$ cat config.mk
export PLATFORM = sky130hd
export DESIGN_NAME = midpoint_ellipse_rasterizer
export DESIGN_NICKNAME = d
export VERILOG_FILES = /design/src/mer_pkg.sv /design/src/mer_mul.sv /design/src/midpoint_ellipse_rasterizer.sv
export SDC_FILE = /design/constraint.sdc
export NUM_CORES = 2
export LEC_CHECK = 0
export BUFFER_PORTS_ARGS = -buffer_cell sky130_fd_sc_hd__buf_2
export CAP_MARGIN = 15
export CELL_PAD_IN_SITES_DETAIL_PLACEMENT = 1
export CELL_PAD_IN_SITES_GLOBAL_PLACEMENT = 2
export CORE_AREA = 3 3 366 368
export CTS_BUF_LIST = sky130_fd_sc_hd__clkbuf_8
export DETAILED_ROUTE_END_ITERATION = 16
export DIE_AREA = 0 0 369 371
export PLACE_DENSITY_LB_ADDON = 0.1
export SETUP_SLACK_MARGIN = 0.5
export SLEW_MARGIN = 25
export SYNTH_ARGS = -nofsm -noshare
export SYNTH_HDL_FRONTEND = slang
export SYNTH_SLANG_ARGS = --single-unit
$ cat constraint.sdc
create_clock -name clk -period 19.6 [get_ports clk]
set_clock_uncertainty 0.1 [all_clocks]
set_input_delay 2.94 -clock clk [delete_from_list [all_inputs] [get_ports clk]]
set_output_delay 2.94 -clock clk [all_outputs]
set_load 0.005 [all_outputs]
$ cat src/mer_pkg.sv
// Shared constants for the midpoint ellipse rasterizer.
package mer_pkg;

    localparam int COORD_WIDTH_DEF = 12;
    localparam int COLOR_WIDTH_DEF = 24;

    // Input word kinds, carried on s_tuser.
    localparam logic OP_START = 1'b0;
    localparam logic OP_STEP  = 1'b1;

endpackage

$ cat src/mer_mul.sv
// Shared signed multiplier with registered product.
module mer_mul #(
    parameter int W = 28
) (
    input  logic                  clk,
    input  logic signed [W-1:0]   a,
    input  logic signed [W-1:0]   b,
    output logic signed [2*W-1:0] product
);

    always_ff @(posedge clk)
    begin
        product <= a * b;
    end

endmodule

$ cat src/midpoint_ellipse_rasterizer.sv
// Midpoint ellipse rasterizer top level: sequencer, state and output word register.
// Start word: setup in S_RY2, S_RX2, S_RXRY and S_INIT, then S_CHECK, then 2 or 4 output words.
// Step word: S_STEP_A and S_STEP_B, then S_CHECK, then 2 or 4 output words.
// Either word passes S_SW1 to S_SW5 when region two begins; output words go at one per cycle while m_tready is high.
// A step after completion is accepted in S_IDLE and produces nothing.
// rst_n is asynchronous, active low; all state clears to idle with no ellipse active.
module midpoint_ellipse_rasterizer
    import mer_pkg::*;
#(
    parameter int COORD_WIDTH = COORD_WIDTH_DEF,
    parameter int COLOR_WIDTH = COLOR_WIDTH_DEF,
    localparam int RW     = COORD_WIDTH - 1,
    localparam int OW     = COORD_WIDTH + 1,
    localparam int IN_BITS  = 1 + 2 * COORD_WIDTH + 2 * RW + COLOR_WIDTH,
    localparam int IN_W   = ((IN_BITS + 7) / 8) * 8,
    localparam int OUT_BITS = 3 * OW + COLOR_WIDTH,
    localparam int OUT_W  = ((OUT_BITS + 7) / 8) * 8
) (
    input  logic             clk,
    input  logic             rst_n,
    input  logic             s_tvalid,
    output logic             s_tready,
    // fill_mode, center_x, center_y, radius_x, radius_y, color (low bit up)
    input  logic [IN_W-1:0]  s_tdata,
    // operation
    input  logic             s_tuser,
    output logic             m_tvalid,
    input  logic             m_tready,
    // row, col_first, col_last, pixel_color (low bit up)
    output logic [OUT_W-1:0] m_tdata,
    // done_res
    output logic             m_tuser,
    output logic             m_tlast
);

    localparam int CW = COORD_WIDTH;
    localparam int SW = 2 * RW;            // squared radius
    localparam int AW = 3 * CW;            // accum_px / accum_py
    localparam int DW = 4 * CW;            // decision
    localparam int MW = 2 * CW + 4;        // multiplier operand
    localparam int PW = 2 * MW;            // multiplier product

    // input field offsets
    localparam int CX_LO  = 1;
    localparam int CY_LO  = CX_LO + CW;
    localparam int RX_LO  = CY_LO + CW;
    localparam int RY_LO  = RX_LO + RW;
    localparam int COL_LO = RY_LO + RW;

    localparam logic signed [MW-1:0] MW_ONE = MW'(1);
    localparam logic signed [OW-1:0] OW_ONE = OW'(1);
    localparam logic signed [OW-1:0] OW_TWO = OW'(2);
    localparam logic [1:0] K_FILL_LAST = 2'd1;
    localparam logic [1:0] K_OUT_LAST  = 2'd3;

    typedef enum logic [3:0] {
        S_IDLE,
        S_RY2,      // issue ry*ry
        S_RX2,      // take ry2, issue rx*rx
        S_RXRY,     // take rx2, issue rx2*ry
        S_INIT,     // initial accumulators and decision
        S_CHECK,    // region switch test and completion
        S_SW1,      // issue ry2 * px(px+1)
        S_SW2,      // add, issue (py-1)^2
        S_SW3,      // issue rx2 * (py-1)^2
        S_SW4,      // add, issue rx2*ry2
        S_SW5,      // subtract
        S_STEP_A,   // move position and accumulators
        S_STEP_B,   // update decision
        S_EMIT      // one output word per cycle while m_tready allows
    } state_t;

    state_t state_reg, state_next;

    logic signed [CW-1:0]  ctr_x_reg, ctr_x_next, ctr_y_reg, ctr_y_next;
    logic [RW-1:0]         rad_x_reg, rad_x_next, rad_y_reg, rad_y_next;
    logic [COLOR_WIDTH-1:0] draw_color_reg, draw_color_next;
    logic                  filling_reg, filling_next;
    logic [SW-1:0]         rx2_reg, rx2_next, ry2_reg, ry2_next;
    logic signed [OW-1:0]  pos_x_reg, pos_x_next;
    logic signed [CW-1:0]  pos_y_reg, pos_y_next;
    logic signed [AW-1:0]  accum_px_reg, accum_px_next, accum_py_reg, accum_py_next;
    logic signed [DW-1:0]  decision_reg, decision_next;
    logic                  region_two_reg, region_two_next;
    logic                  active_reg, active_next;
    logic                  done_reg, done_next;
    logic                  move_x_reg, move_x_next, move_y_reg, move_y_next;
    logic [1:0]            k_reg, k_next;

    logic                  out_valid_reg, out_valid_next;
    logic signed [OW-1:0]  row_reg, row_next;
    logic signed [OW-1:0]  col_first_reg, col_first_next, col_last_reg, col_last_next;
    logic [COLOR_WIDTH-1:0] out_color_reg, out_color_next;
    logic                  out_last_reg, out_last_next;
    logic                  out_done_reg, out_done_next;

    // multiplier
    logic signed [MW-1:0] mul_a, mul_b;
    logic signed [PW-1:0] mul_p;

    logic signed [MW-1:0] ry_m, rx_m, rx2_m, ry2_m, px_m, px1_m, py1_m, prod_m, sq_m;
    logic signed [DW-1:0] prod_d, apx_d, apy_d;
    logic [AW-1:0]        two_ry2, two_rx2;

    // branch terms of one loop iteration
    logic dec_neg, dec_pos, branch, move_x, move_y;
    logic switch_now, done_now;

    // output geometry
    logic signed [OW-1:0] cx_e, cy_e, py_e;
    logic signed [OW-1:0] top_row, bot_row, left_col, right_col, span_end;
    logic                 k_last;

    mer_mul #(
        .W (MW)
    ) u_mul (
        .clk     (clk),
        .a       (mul_a),
        .b       (mul_b),
        .product (mul_p)
    );

    assign ry_m   = MW'($signed({1'b0, rad_y_reg}));
    assign rx_m   = MW'($signed({1'b0, rad_x_reg}));
    assign rx2_m  = MW'($signed({1'b0, rx2_reg}));
    assign ry2_m  = MW'($signed({1'b0, ry2_reg}));
    assign sq_m   = MW'($signed({1'b0, mul_p[SW-1:0]}));
    assign px_m   = MW'(pos_x_reg);
    assign px1_m  = px_m + MW_ONE;
    assign py1_m  = MW'(pos_y_reg) - MW_ONE;
    assign prod_m = $signed(mul_p[MW-1:0]);
    assign prod_d = $signed(mul_p[DW-1:0]);
    assign apx_d  = DW'(accum_px_reg);
    assign apy_d  = DW'(accum_py_reg);
    assign two_ry2 = AW'({ry2_reg, 1'b0});
    assign two_rx2 = AW'({rx2_reg, 1'b0});

    // operand select for the shared multiplier
    always_comb
    begin
        mul_a = '0;
        mul_b = '0;
        unique case (state_reg)
            S_RY2:
            begin
                mul_a = ry_m;
                mul_b = ry_m;
            end
            S_RX2:
            begin
                mul_a = rx_m;
                mul_b = rx_m;
            end
            S_RXRY:
            begin
                mul_a = sq_m;
                mul_b = ry_m;
            end
            S_CHECK:
            begin
                mul_a = px_m;
                mul_b = px1_m;
            end
            S_SW1:
            begin
                mul_a = ry2_m;
                mul_b = prod_m;
            end
            S_SW2:
            begin
                mul_a = py1_m;
                mul_b = py1_m;
            end
            S_SW3:
            begin
                mul_a = rx2_m;
                mul_b = prod_m;
            end
            S_SW4:
            begin
                mul_a = rx2_m;
                mul_b = ry2_m;
            end
            default:
            begin
                mul_a = '0;
                mul_b = '0;
            end
        endcase
    end

    // region one tests decision < 0, region two tests decision > 0
    assign dec_neg = decision_reg[DW-1];
    assign dec_pos = !dec_neg && (decision_reg != '0);
    assign branch  = region_two_reg ? dec_pos : dec_neg;
    assign move_x  = !region_two_reg || !branch;
    assign move_y  = region_two_reg || !branch;

    assign switch_now = !region_two_reg && !(accum_px_reg < accum_py_reg);
    assign done_now   = (switch_now || region_two_reg) && !pos_y_reg[CW-1];

    // pixel set: rows cy+y and cy-y-1, columns cx+x and cx-x-1
    assign cx_e      = OW'(ctr_x_reg);
    assign cy_e      = OW'(ctr_y_reg);
    assign py_e      = OW'(pos_y_reg);
    assign top_row   = cy_e + py_e;
    assign bot_row   = cy_e - py_e - OW_ONE;
    assign left_col  = cx_e + pos_x_reg;
    assign right_col = cx_e - pos_x_reg - OW_ONE;
    assign span_end  = cx_e - pos_x_reg - OW_TWO;
    assign k_last    = (k_reg == (filling_reg ? K_FILL_LAST : K_OUT_LAST));

    always_comb
    begin
        state_next      = state_reg;
        ctr_x_next      = ctr_x_reg;
        ctr_y_next      = ctr_y_reg;
        rad_x_next      = rad_x_reg;
        rad_y_next      = rad_y_reg;
        draw_color_next = draw_color_reg;
        filling_next    = filling_reg;
        rx2_next        = rx2_reg;
        ry2_next        = ry2_reg;
        pos_x_next      = pos_x_reg;
        pos_y_next      = pos_y_reg;
        accum_px_next   = accum_px_reg;
        accum_py_next   = accum_py_reg;
        decision_next   = decision_reg;
        region_two_next = region_two_reg;
        active_next     = active_reg;
        done_next       = done_reg;
        move_x_next     = move_x_reg;
        move_y_next     = move_y_reg;
        k_next          = k_reg;
        out_valid_next  = out_valid_reg && !m_tready;
        row_next        = row_reg;
        col_first_next  = col_first_reg;
        col_last_next   = col_last_reg;
        out_color_next  = out_color_reg;
        out_last_next   = out_last_reg;
        out_done_next   = out_done_reg;

        unique case (state_reg)
            S_IDLE:
            begin
                if (s_tvalid)
                begin
                    if (s_tuser == OP_START)
                    begin
                        filling_next    = s_tdata[0];
                        ctr_x_next      = $signed(s_tdata[CX_LO +: CW]);
                        ctr_y_next      = $signed(s_tdata[CY_LO +: CW]);
                        rad_x_next      = s_tdata[RX_LO +: RW];
                        rad_y_next      = s_tdata[RY_LO +: RW];
                        draw_color_next = s_tdata[COL_LO +: COLOR_WIDTH];
                        pos_x_next      = -OW_ONE;
                        pos_y_next      = -$signed({1'b0, s_tdata[RY_LO +: RW]});
                        region_two_next = 1'b0;
                        active_next     = 1'b1;
                        state_next      = S_RY2;
                    end
                    else if (active_reg)
                    begin
                        state_next = S_STEP_A;
                    end
                end
            end
            S_RY2:
            begin
                state_next = S_RX2;
            end
            S_RX2:
            begin
                ry2_next   = mul_p[SW-1:0];
                state_next = S_RXRY;
            end
            S_RXRY:
            begin
                rx2_next   = mul_p[SW-1:0];
                state_next = S_INIT;
            end
            S_INIT:
            begin
                // product is rx2*ry
                accum_px_next = $signed(two_ry2);
                accum_py_next = $signed({mul_p[AW-2:0], 1'b0});
                decision_next = $signed(DW'({ry2_reg, 2'b00})) - prod_d
                              + $signed(DW'(rx2_reg >> 2));
                state_next    = S_CHECK;
            end
            S_CHECK:
            begin
                done_next   = done_now;
                active_next = !done_now;
                k_next      = '0;
                if (switch_now)
                begin
                    region_two_next = 1'b1;
                    decision_next   = $signed(DW'(rx2_reg)) - apy_d;
                    state_next      = S_SW1;
                end
                else
                begin
                    state_next = S_EMIT;
                end
            end
            S_SW1:
            begin
                state_next = S_SW2;
            end
            S_SW2:
            begin
                decision_next = decision_reg + prod_d;
                state_next    = S_SW3;
            end
            S_SW3:
            begin
                state_next = S_SW4;
            end
            S_SW4:
            begin
                decision_next = decision_reg + prod_d;
                state_next    = S_SW5;
            end
            S_SW5:
            begin
                decision_next = decision_reg - prod_d;
                state_next    = S_EMIT;
            end
            S_STEP_A:
            begin
                move_x_next = move_x;
                move_y_next = move_y;
                if (move_x)
                begin
                    pos_x_next    = pos_x_reg - OW_ONE;
                    accum_px_next = accum_px_reg + $signed(two_ry2);
                end
                if (move_y)
                begin
                    pos_y_next    = pos_y_reg + CW'(1);
                    accum_py_next = accum_py_reg - $signed(two_rx2);
                end
                state_next = S_STEP_B;
            end
            S_STEP_B:
            begin
                decision_next = decision_reg
                              + $signed(DW'(region_two_reg ? rx2_reg : ry2_reg))
                              + (move_x_reg ? apx_d : '0)
                              - (move_y_reg ? apy_d : '0);
                state_next    = S_CHECK;
            end
            S_EMIT:
            begin
                if (!out_valid_reg || m_tready)
                begin
                    out_valid_next = 1'b1;
                    out_color_next = draw_color_reg;
                    out_last_next  = k_last;
                    out_done_next  = done_reg;
                    if (filling_reg)
                    begin
                        row_next       = k_reg[0] ? bot_row : top_row;
                        col_first_next = left_col;
                        col_last_next  = span_end;
                    end
                    else
                    begin
                        row_next       = k_reg[1] ? bot_row : top_row;
                        col_first_next = k_reg[0] ? right_col : left_col;
                        col_last_next  = k_reg[0] ? right_col : left_col;
                    end
                    k_next = k_reg + 2'd1;
                    if (k_last)
                    begin
                        state_next = S_IDLE;
                    end
                end
            end
            default:
            begin
                state_next = S_IDLE;
            end
        endcase
    end

    always_ff @(posedge clk or negedge rst_n)
    begin
        if (!rst_n)
        begin
            state_reg      <= S_IDLE;
            ctr_x_reg      <= '0;
            ctr_y_reg      <= '0;
            rad_x_reg      <= '0;
            rad_y_reg      <= '0;
            draw_color_reg <= '0;
            filling_reg    <= 1'b0;
            rx2_reg        <= '0;
            ry2_reg        <= '0;
            pos_x_reg      <= '0;
            pos_y_reg      <= '0;
            accum_px_reg   <= '0;
            accum_py_reg   <= '0;
            decision_reg   <= '0;
            region_two_reg <= 1'b0;
            active_reg     <= 1'b0;
            done_reg       <= 1'b0;
            move_x_reg     <= 1'b0;
            move_y_reg     <= 1'b0;
            k_reg          <= '0;
            out_valid_reg  <= 1'b0;
            row_reg        <= '0;
            col_first_reg  <= '0;
            col_last_reg   <= '0;
            out_color_reg  <= '0;
            out_last_reg   <= 1'b0;
            out_done_reg   <= 1'b0;
        end
        else
        begin
            state_reg      <= state_next;
            ctr_x_reg      <= ctr_x_next;
            ctr_y_reg      <= ctr_y_next;
            rad_x_reg      <= rad_x_next;
            rad_y_reg      <= rad_y_next;
            draw_color_reg <= draw_color_next;
            filling_reg    <= filling_next;
            rx2_reg        <= rx2_next;
            ry2_reg        <= ry2_next;
            pos_x_reg      <= pos_x_next;
            pos_y_reg      <= pos_y_next;
            accum_px_reg   <= accum_px_next;
            accum_py_reg   <= accum_py_next;
            decision_reg   <= decision_next;
            region_two_reg <= region_two_next;
            active_reg     <= active_next;
            done_reg       <= done_next;
            move_x_reg     <= move_x_next;
            move_y_reg     <= move_y_next;
            k_reg          <= k_next;
            out_valid_reg  <= out_valid_next;
            row_reg        <= row_next;
            col_first_reg  <= col_first_next;
            col_last_reg   <= col_last_next;
            out_color_reg  <= out_color_next;
            out_last_reg   <= out_last_next;
            out_done_reg   <= out_done_next;
        end
    end

    // input is taken only between words; the final output word may still wait
    assign s_tready = (state_reg == S_IDLE);
    assign m_tvalid = out_valid_reg;
    assign m_tdata  = OUT_W'({out_color_reg, col_last_reg, col_first_reg, row_reg});
    assign m_tuser  = out_done_reg;
    assign m_tlast  = out_last_reg;

endmodule

== Yosys cells after proc, flatten, opt, wreduce, memory -nomap -nowiden ==
Index checks and enable logic that the tools add are counted.
Storage, ports and cells
  register bits after elaboration: 385
  bits in latches: 0
  bits in writable memories: 0
  ROM bits: 0
  input port bits: 77
  output and inout bits: 68
  memories: 0
Operators by class
  add/sub/neg operators: 23
  $mul: 1
  divide/modulo/power cells: 0
  $lt $le $gt $ge: 1
  equal/unequal tests: 22
  shifts and indexed selects: 0
  mux-type cells: 45
  bitwise operators: 1
  reduce and logical (&&, ||, !) cells: 39
Operator list (number)
  $pmux W48 S5: 1
  $pmux W28 S7: 1
  $pmux W28 S6: 1
  $mux W48: 3
  $pmux W36 S2: 2
  $mux W13: 9
  $add A48 B48 Y48: 2
  $sub A48 B48 Y48: 2
  $mux W36: 2
  $pmux W4 S13: 1
  $add A48 B21 Y48: 1
  $add A48 B22 Y48: 1
  $mul A28 B28 Y48: 1
  $reduce_bool A48 Y1: 1
  $sub A25 B48 Y48: 1
  $sub A13 B2 Y13 const B: 3
  $sub A23 B36 Y37: 1
  $add A36 B24 Y36: 1
  $lt A36 B36 Y1: 1
  $mux W12: 3
  $sub A36 B24 Y36: 1
  $pmux W13 S2: 1
  $eq A4 B4 Y1 const B: 6
  $mux W4: 6
  other kinds (33): 80

== Depth between registers and ports, before layout ==
  depth after elaboration: 7
  gate-level depth with buffers: 40
  gate-level depth less buffers: 38

== Modules after synthesis ==
A second synthesis with hierarchy kept.
Unflattened totals
  cells, all modules: 7642
  area, all modules: 64523.1 um^2
By module, submodules not included
  midpoint_ellipse_rasterizer: times used 1, cells each 4494, area each 34760.8 um^2, sequential area each 8358.0 um^2
  mer_mul: times used 1, cells each 3148, area each 29762.3 um^2, sequential area each 1121.1 um^2

== Worst setup path before layout ==
Ideal clock, no wire load.
  path type: reg2reg
  from: register pos_y_reg[1]
  to: register u_mul.product[47]
  library setup time: 0.072 ns
  data arrival time: 9.788 ns
  data required time: 19.428 ns
  path slack: 9.639 ns
  stages on the path, launching flop included: 38
  clock period less this slack: 9.961 ns
  path through: dfrtp_1 > inv_1 > ha_1 > nor3b_2 > nand3_1 > or3_1 > or4_4 > a21oi_4 > a21o_1 > buf_2 > buf_2 > or2_2 > clkbuf_1 > nand2_1 > fa_1 > inv_1 > fa_1 > inv_1 > [... 2 more ...] > fa_1 > fa_1 > fa_1 > inv_1 > fa_1 > inv_1 > ha_1 > ha_1 > and4_1 > and2_1 > o311ai_1 > a31oi_1 > a221o_1 > a21o_1 > a311o_1 > a221o_1 > a21oi_1 > xnor2_1
On the way
  word-level cells in the longest chain between the ends: 3
  elaborated cells on any way between the ends: 4
  classes of those cells: add/sub (1); mul (1); mux (2)
RTL lines
  from (decl): line midpoint_ellipse_rasterizer.sv:81  | logic signed [CW-1:0] pos_y_reg, pos_y_next;
  from (signal assigned): line midpoint_ellipse_rasterizer.sv:432  | pos_y_reg <= pos_y_next;
  $sub A12 B2 Y13 *: line midpoint_ellipse_rasterizer.sv:130  | assign py1_m = MW'(pos_y_reg) - MW_ONE;
  $pmux W28 S7 or $pmux W28 S6 (tied branches): line midpoint_ellipse_rasterizer.sv:143  | unique case (state_reg)
  $mul A28 B28 Y48 *: line mer_mul.sv:13  | product <= a * b;
  to (signal assigned): line mer_mul.sv:13
  to (decl): line mer_mul.sv:8  | output logic signed [2*W-1:0] product
Every way passes the cells marked *; elsewhere a longest branch is shown, timed or not.
A chain may end at the register's enable or synchronous reset.

== Worst setup path after layout ==
  from: register pos_y_reg[0]
  to: register u_mul.product[47]
Same word-level chain as after synthesis.

==> summary.md <==
| Metric | Value |
|---|---|
| Synth Area in Compound Gates | 15.24% |
| Number of nets in the layout | 8,223 |
| Worst-case clock buffer depth | 3 |
| R2R depth | 37 |
| DRC | 0 |
| Die H | 371 um |
| Total of max-cap violations | 0 |
| GRT Total Usage | roughly a third |
| Vias in the first global route | 53.05k |
| WP data arrival | between 10,000 and 15,000 ps |
| Post-synth top area share | a little over a quarter |
| Synth Warn # | 0 |
| Crit path max-delay cell type | a221o_1 |
| Levels on crit path | 37 |
| Clock latency on the worst-skew pair | 740 ps |
| Crit-path leading delay family | adder cells |
| Max transition margin | 30.29% |
| Final min period | 12,120 ps |
| Share of layout cells above drive strength 1 | 7.083% |
| Synth area leader | fa_1 |
| First-pass GRT wire length | 332.1 mm |
| Setup TNS | 0 ps |
| DIE AREA | roughly 140,000 um^2 |
| Post-Synth Adder-Cell Area | 36.76% |
| Syn Area/Cell | ~8.3 um^2 |
| DR pass1 iterations | 8 |
| Reg2reg setup slack | 7480 ps |
| Initial antenna violation count | 2 |
| Routed WL | around 220 mm |
| Largest family of logic cells by synthesized area | adder cells |
| Status | finished clean |
| Setup violations, final | 0 |
| Clock sink count | about 380 |
| Area growth syn-to-layout | 7.797% |
| Starting density of the core | 43.82% |
| Setup Buffers After CTS | 0 |
| Core Util, Final | 47.24% |
| Core area | 131,100 um^2 |
| Chip width | roughly 370 um |
| Worst-Margin Slew | 1046 ps |
| CTS tree | built |
| Syn Inst Count | slightly below 7k |
| Final Hold Fails | 0 |
| Placement Rows | 133 |
| Num CTS Buffers | between 70 and 80 |
| Hold Buf Count CTS | 0 |
| Worst min path class | flop to flop |
| Post-route ant nets | 0 |
| Fmax | 82.51 MHz |
| Mapped Area | 57,460 um^2 |
| Critical Path Start | pos_y_reg[0] |
| Main flop type after synthesis | dfrtp_1 |
| Critical path required time | 20,120 ps |
| Synth Area in XOR/XNOR | 5.914% |
| Htree depth | 3 |
| Critical setup path kind | flop to flop |
| CP peak stage delay | 850 ps |
| Setup crit end kind | flop |
| GPL Wtd Cong | between 0.9 and 1 |
| #FFs+latches synth | ~380 |
| Largest net degree at the start of global routing | around 140 |
| Ports | 145 |
| Yosys cell types | roughly 100 |
| Min-delay src | draw_color_reg[13] |
| Asr flop ratio synth | 87.43% |
| Clk Tree Root Cell | clkbuf_8 |
| Wirelength per Cell | 24.78 um |
| Max Fanout on Critical Path | 23 |
| CP most frequent cell | fa_1 |
| FILL cells | around 16k |
| PortBufs | around 140 |
| RSZ-0062 raised after global routing | no |
| Worst Path Buf+Inv | 9 |
| Vias per std cell | around 5.8 |
| Crit Reg-Reg Startpoint | pos_y_reg[0] |
| DP Wirelength | 172.2 mm |
| Simple-gate share of the synthesized area | 16.32% |
| Largest cells by area after synthesis | fa_1 (26%), dfrtp_1 (15%), ha_1 (10%), inv_1 (6.8%), nand2_1 (6.4%) |
| Final Cycle Share | 61.84% |
| Slew Viols, Final | 0 |
| Gr ovfl total | 0 |
| Crit path launch type | flop |
| End of the worst register-to-register path | u_mul.product[47] |
| Iter 0 DRT Violations | 3,987 |
| Post-synth EDFFs | 0 |
| Clk slew on worst S/H paths | 60 ps |
| Resized cells post-CTS | 0 |
| Setup crit end | u_mul.product[47] |
| Post-synthesis mux area share | 0.6162% |
| Routed vias | 50.38k |
| Register area share after synthesis | 16.22% |
synthesized netlist by cell type, types with 11 or more instances:
| cell | number |
|---|---|
| a211o_1 | 16 |
| a211oi_1 | 55 |
| a21o_1 | 121 |
| a21oi_1 | 367 |
| a221o_1 | 20 |
| a221oi_1 | 27 |
| a222oi_1 | 19 |
| a22oi_1 | 34 |
| a31oi_1 | 58 |
| and2_1 | 73 |
| and3_1 | 33 |
| buf_1 | 27 |
| buf_2 | 21 |
| clkbuf_1 | 257 |
| dfrtp_1 | 334 |
| dfxtp_1 | 48 |
| fa_1 | 759 |
| ha_1 | 474 |
| inv_1 | 1038 |
| mux2_2 | 11 |
| mux2i_1 | 23 |
| nand2_1 | 975 |
| nand2b_1 | 37 |
| nand3_1 | 85 |
| nand4_1 | 46 |
| nor2_1 | 619 |
| nor2b_1 | 38 |
| nor3_1 | 78 |
| nor4_1 | 41 |
| o211ai_1 | 35 |
| o21a_1 | 32 |
| o21ai_0 | 312 |
| o21bai_1 | 54 |
| o221ai_1 | 14 |
| o22ai_1 | 32 |
| o31ai_1 | 20 |
| or2_2 | 33 |
| or3_1 | 32 |
| or4_1 | 13 |
| xnor2_1 | 266 |
| xor2_1 | 122 |
metal layers:
layer | vias to the layer above | track usage, % | wire length [um]
met5 | - | 0 | 0
met4 | 0 | 8.497 | 6236
met3 | 315 | 4.889 | 15240
met2 | 1625 | 49.10 | 94880
met1 | 25910 | 46.47 | 100100
li1 | 22530 | - | -
metrics by stage:
stage	setup slack, ps	hold slack (ps)	instances	cell area [um^2]
finish	7480	367.7	8733	61940
detailed placement	7560	356.2	8587	60240
floorplan	9639	338.6	6887	57470
global route	6994	380.4	8731	61940
global placement	7717	345.5	8586	60220
CTS	7494	372.2	8729	61920
worst reg2reg max path: cells and delay by family (launching register included):
family | cells | cell delay, ps
adder cells (fa/ha/maj) | 10 | 4570
AO/OA/AOI/OAI | 10 | 3610
AND/OR/NAND/NOR | 7 | 1880
buffers and inverters | 9 | 1200
flip-flops | 1 | 550
XOR/XNOR | 1 | 140
final cells by class:
type | count | area, um^2 | area share [%]
multi-input cells | 5155 | 43250 | 69.82
flip-flops and latches | 382 | 9319 | 15.04
inverters | 1039 | 3900 | 6.296
well taps | 1755 | 2196 | 3.545
repair buffers | 256 | 1587 | 2.561
clock buffers | 97 | 1335 | 2.155
clock inverters | 45 | 346.6 | 0.5595
diodes | 4 | 10.01 | 0.01616
placed cells by master (no fill, tap or decap), types with 52 or more instances in the layout:
master	synthesis	layout
inv_1	1038	1065
nand2_1	975	973
fa_1	759	759
nor2_1	619	611
ha_1	474	474
a21oi_1	367	367
dfrtp_1	334	334
o21ai_0	312	311
xnor2_1	266	266
buf_2	21	142
xor2_1	122	122
a21o_1	121	119
buf_4	3	112
clkbuf_8	0	97
nand3_1	85	81
and2_1	73	73
nor3_1	78	70
a31oi_1	58	58
o21bai_1	54	53
a211oi_1	55	52
cells by family after synthesis:
logic type / count (synthesis)
buf+inv: 1350
mux: 34
xor+xnor: 388
simple gates: 2145
other cells: 2
compound gates: 1352
flops: 382
fa+ha+maj: 1233
worst min-delay path by stage:
stage,slack [ps],cells past startpoint,endpoint
floorplan,340,2,m_tuser
global placement,350,2,out_color_reg[22]
detailed placement,360,2,out_color_reg[5]
CTS,370,2,out_color_reg[1]
global route,380,2,out_color_reg[13]
finish,370,2,out_color_reg[13]
Power is left out: the tool's default activity adds up to more than one toggle a clock period on the data nets, which glitch-free logic cannot reach.
